===== src/hdl/ukp_ram.sv =====
// ----------------------------------------------------------------------------
// ukp_ram
// Generic simple dual-port RAM: one write port, one read port, registered
// read data (old data on a same-address read and write).
// ----------------------------------------------------------------------------
`default_nettype none

module ukp_ram #(
    parameter int WIDTH = 16,
    parameter int DEPTH = 16,
    localparam int AW   = (DEPTH > 1) ? $clog2(DEPTH) : 1
) (
    input  wire logic             i_clk,
    input  wire logic             i_we,
    input  wire logic [AW-1:0]    i_waddr,
    input  wire logic [WIDTH-1:0] i_wdata,
    input  wire logic [AW-1:0]    i_raddr,
    output logic      [WIDTH-1:0] o_rdata
);

    logic [WIDTH-1:0] r_mem [DEPTH];

    // write and registered read
    always_ff @(posedge i_clk) begin
        if (i_we) begin
            r_mem[i_waddr] <= i_wdata;
        end
        o_rdata <= r_mem[i_raddr];
    end

endmodule

`default_nettype wire


===== config.mk =====
export PLATFORM = sky130hd
export DESIGN_NAME = ukp_ram
export DESIGN_NICKNAME = d
export VERILOG_FILES = /design/src/hdl/ukp_ram.sv
export SDC_FILE = /design/constraint.sdc
export NUM_CORES = 1
export LEC_CHECK = 0
export ABC_CLOCK_PERIOD_IN_PS = 6600
export CAP_MARGIN = 20
export CORE_MARGIN = 2
export CORE_UTILIZATION = 60
export CTS_BUF_LIST = sky130_fd_sc_hd__clkbuf_4
export DETAILED_ROUTE_END_ITERATION = 6
export DONT_BUFFER_PORTS = 1
export PLACE_DENSITY = 0.83
export SETUP_SLACK_MARGIN = 0.1
export SYNTH_ARGS = -nofsm -noshare
export SYNTH_HDL_FRONTEND = slang
export SYNTH_SLANG_ARGS = --single-unit
export TNS_END_PERCENT = 20

===== constraint.sdc =====
create_clock -name i_clk -period 6.6 [get_ports i_clk]
set_input_delay 1.98 -clock i_clk [delete_from_list [all_inputs] [get_ports i_clk]]
set_output_delay 1.98 -clock i_clk [all_outputs]
set_load 0.01 [all_outputs]

==> flow_metrics.tcl <==
set metrics [dict create \
    grt_pass1_wl_mm 29.3 \
    dieArea_mm2 0.0178 \
    synth-seq-cells 272 \
    globalplace.congestion 0.815 \
    cp_cell_sequence "or3b_2 > nor2_2" \
    finalCritPeriodShare 0.466 \
    cts_setup_buffers 0 \
    synthDistinctLibCells 19 \
    period_minus_slack_ns 3.08 \
    final.setup_skew_ns 0.0306 \
    layout.cells.most_common "edfxtp_1" \
    portBuffers 0 \
    path_buf_inv 0 \
    wirelength_mm 19.5 \
    power.density_mw_per_mm2 303 \
    internal-power_uw 2670 \
    fmax_ghz 0.325 \
    relSlewSlack 0.302 \
    outcome "completed" \
    sw_frac_of_total 0.206 \
    cp_top_family "simple AND/OR/NAND/NOR gates" \
    cts.sinks 272 \
    cts_max_level 3 \
    grt_pass1_vias 5022 \
    hold_buffers 0 \
    worstSkewPairLatency_ns 0.64 \
    track_usage 0.231 \
    yosysWarnings 0 \
    die_h_um 133 \
    worstMarginPinSlew_ns 1.05 \
    cts_root_buf "clkbuf_4" \
    dp_slack_ns 2.91 \
    antenna_left 0 \
    drive_above_1_share 0.330 \
    numCtsBuffers 66 \
    clk_pin_slew_worst_paths_ns 0.06 \
    start_util 0.610 \
    clock_power_share 0.391 \
    cp-end-kind "flip-flop" \
    cp-start-kind "input pin" \
    cpPeakStageDelay_ns 0.79 \
    p_leak_uw 0.00360 \
    ys_seq_area_frac 0.797 \
    vdd_drop_max_mv 0.172 \
    area_delta_synth_final_pct 10.9 \
    cp_max_fo 16 \
    grt-ovfl-total 0 \
    setup_viol 0 \
    fin_setup_tns_ns 0 \
    p_seq_frac 0.579 \
    drt_iter0_drc 447 \
    nNetsFinal 514 \
    p_sw_uw 696 \
    syn_avg_cell_area_um2 23.2 \
    rsz0062_at_grt "no" \
    antenna_found_initial 0 \
    final_cell_mix "edfxtp_1 (256), clkbuf_4 (92), mux4_2 (54)" \
    synth_nets 458 \
    holdWs_ns 0.663 \
    core_mm2 0.0165 \
    placed_cell_area_mm2 0.0103 \
    drv_cap 0 \
    hpwl_mm 10.8 \
    hold_class "reg -> reg" \
    die_width_um 133 \
    drc 0 \
    avgViaCountPerCell 6.27 \
    via_count 4743 \
    final_area_mm2 0.0111 \
    setup_ws_ns 3.52 \
    critPathRequiredTime_ns 6.84 \
    rows 47 \
    tritoncts "done" \
    fin_total_pwr_uw 3370 \
    num_io_pins 42 \
    cts_buffer_depth 3 \
    routedWlPerCell_um 25.8 \
    antenna_cells 0 \
    slew_viol_final 0 \
    crit_type "in -> reg" \
    drt_first_pass_iters 5 \
    crit_slowest_cell "nor2_2" \
    grt_max_degree 65 \
    netlist_area_mm2 0.0100 \
    worstPathArrival_ns 3.32 \
    p_comb_frac 0.031 \
    synth_cells 432 \
    cts_resized 0 \
    finalHoldViolCount 0 \
]
==> layout make-up <==
class / count / area [µm²]
clock buffer: 92 / 691
fill: 1028 / 5330
timing repair buffer: 9 / 78.8
sequential: 272 / 8010
clock inverter: 25 / 123
tap: 220 / 275
multi-input combinational: 139 / 1960
==> worst min-delay path, cell delays in order (launching register included) <==
cell and delay, ns:
edfxtp_1 0.31, mux4_2 0.22, a22oi_1 0.05, nand2_1 0.05
==> state kept, by name, indices dropped and copies added, names as in the netlist <==
register / count
o_rdata: 16
r_mem: 256
==> power by group through the flow <==
| stage | logic (µW) | registers [µW] | clock network [µW] |
|---|---|---|---|
| 3_5_place_dp | 103 | 1990 | 0 |
| 4_1_cts | 104 | 1950 | 1340 |
| 3_3_place_gp | 99.5 | 1980 | 0 |
| 5_1_grt | 110 | 1950 | 1430 |
| 2_1_floorplan | 94.2 | 1980 | 0 |
| 6_report | 104 | 1950 | 1320 |
==> cells by family after synthesis <==
kind of cell,synth area share
AOI/OAI and AO/OA,0.0239
buffers and inverters,0.0123
DFF,0.797
muxes,0.147
and+or+nand+nor,0.0192
==> synthesized netlist by cell type, drive strengths merged <==
cell type | n | share of area
nor2b | 2 | 0.0012
nor3 | 4 | 0.0020
mux4 | 64 | 0.15
clkbuf | 8 | 0.0030
and2 | 1 | 0.00062
buf | 13 | 0.0093
nand2 | 17 | 0.0064
nand2b | 2 | 0.0012
nor2 | 13 | 0.0049
a22oi | 32 | 0.024
nand3b | 2 | 0.0015
dfxtp | 16 | 0.032
edfxtp | 256 | 0.77
or3b | 1 | 0.00087
nand3 | 1 | 0.00050
==> metrics by stage <==
step                instances   util
finish                    757  0.676
global route              757  0.676
floorplan                 432      -
CTS                       755  0.675
global placement          638  0.625
detailed placement        638  0.625
==> metal layers <==
metal  vias up  routed length [µm]  global-route usage
li1       1993                   -                   -
met1      2465                7640               0.307
met2       228                9800               0.365
met3        57                1450              0.0628
met4         0                 613               0.111
met5         -                   0                   0
==> final timing paths <==
kind                                        startpoint                     end  slack (ns)  cells after the start
worst min register to register  r_mem[14][0]$_DFFE_PP_      o_rdata[0]$_DFF_P_        0.66                      3
worst max-delay path                        i_waddr[2]  r_mem[2][15]$_DFFE_PP_        3.52                      2
worst max register to register   r_mem[9][7]$_DFFE_PP_      o_rdata[7]$_DFF_P_        5.02                      3
worst min-delay path            r_mem[14][0]$_DFFE_PP_      o_rdata[0]$_DFF_P_        0.66                      3
(Power assumes the default switching activity.)
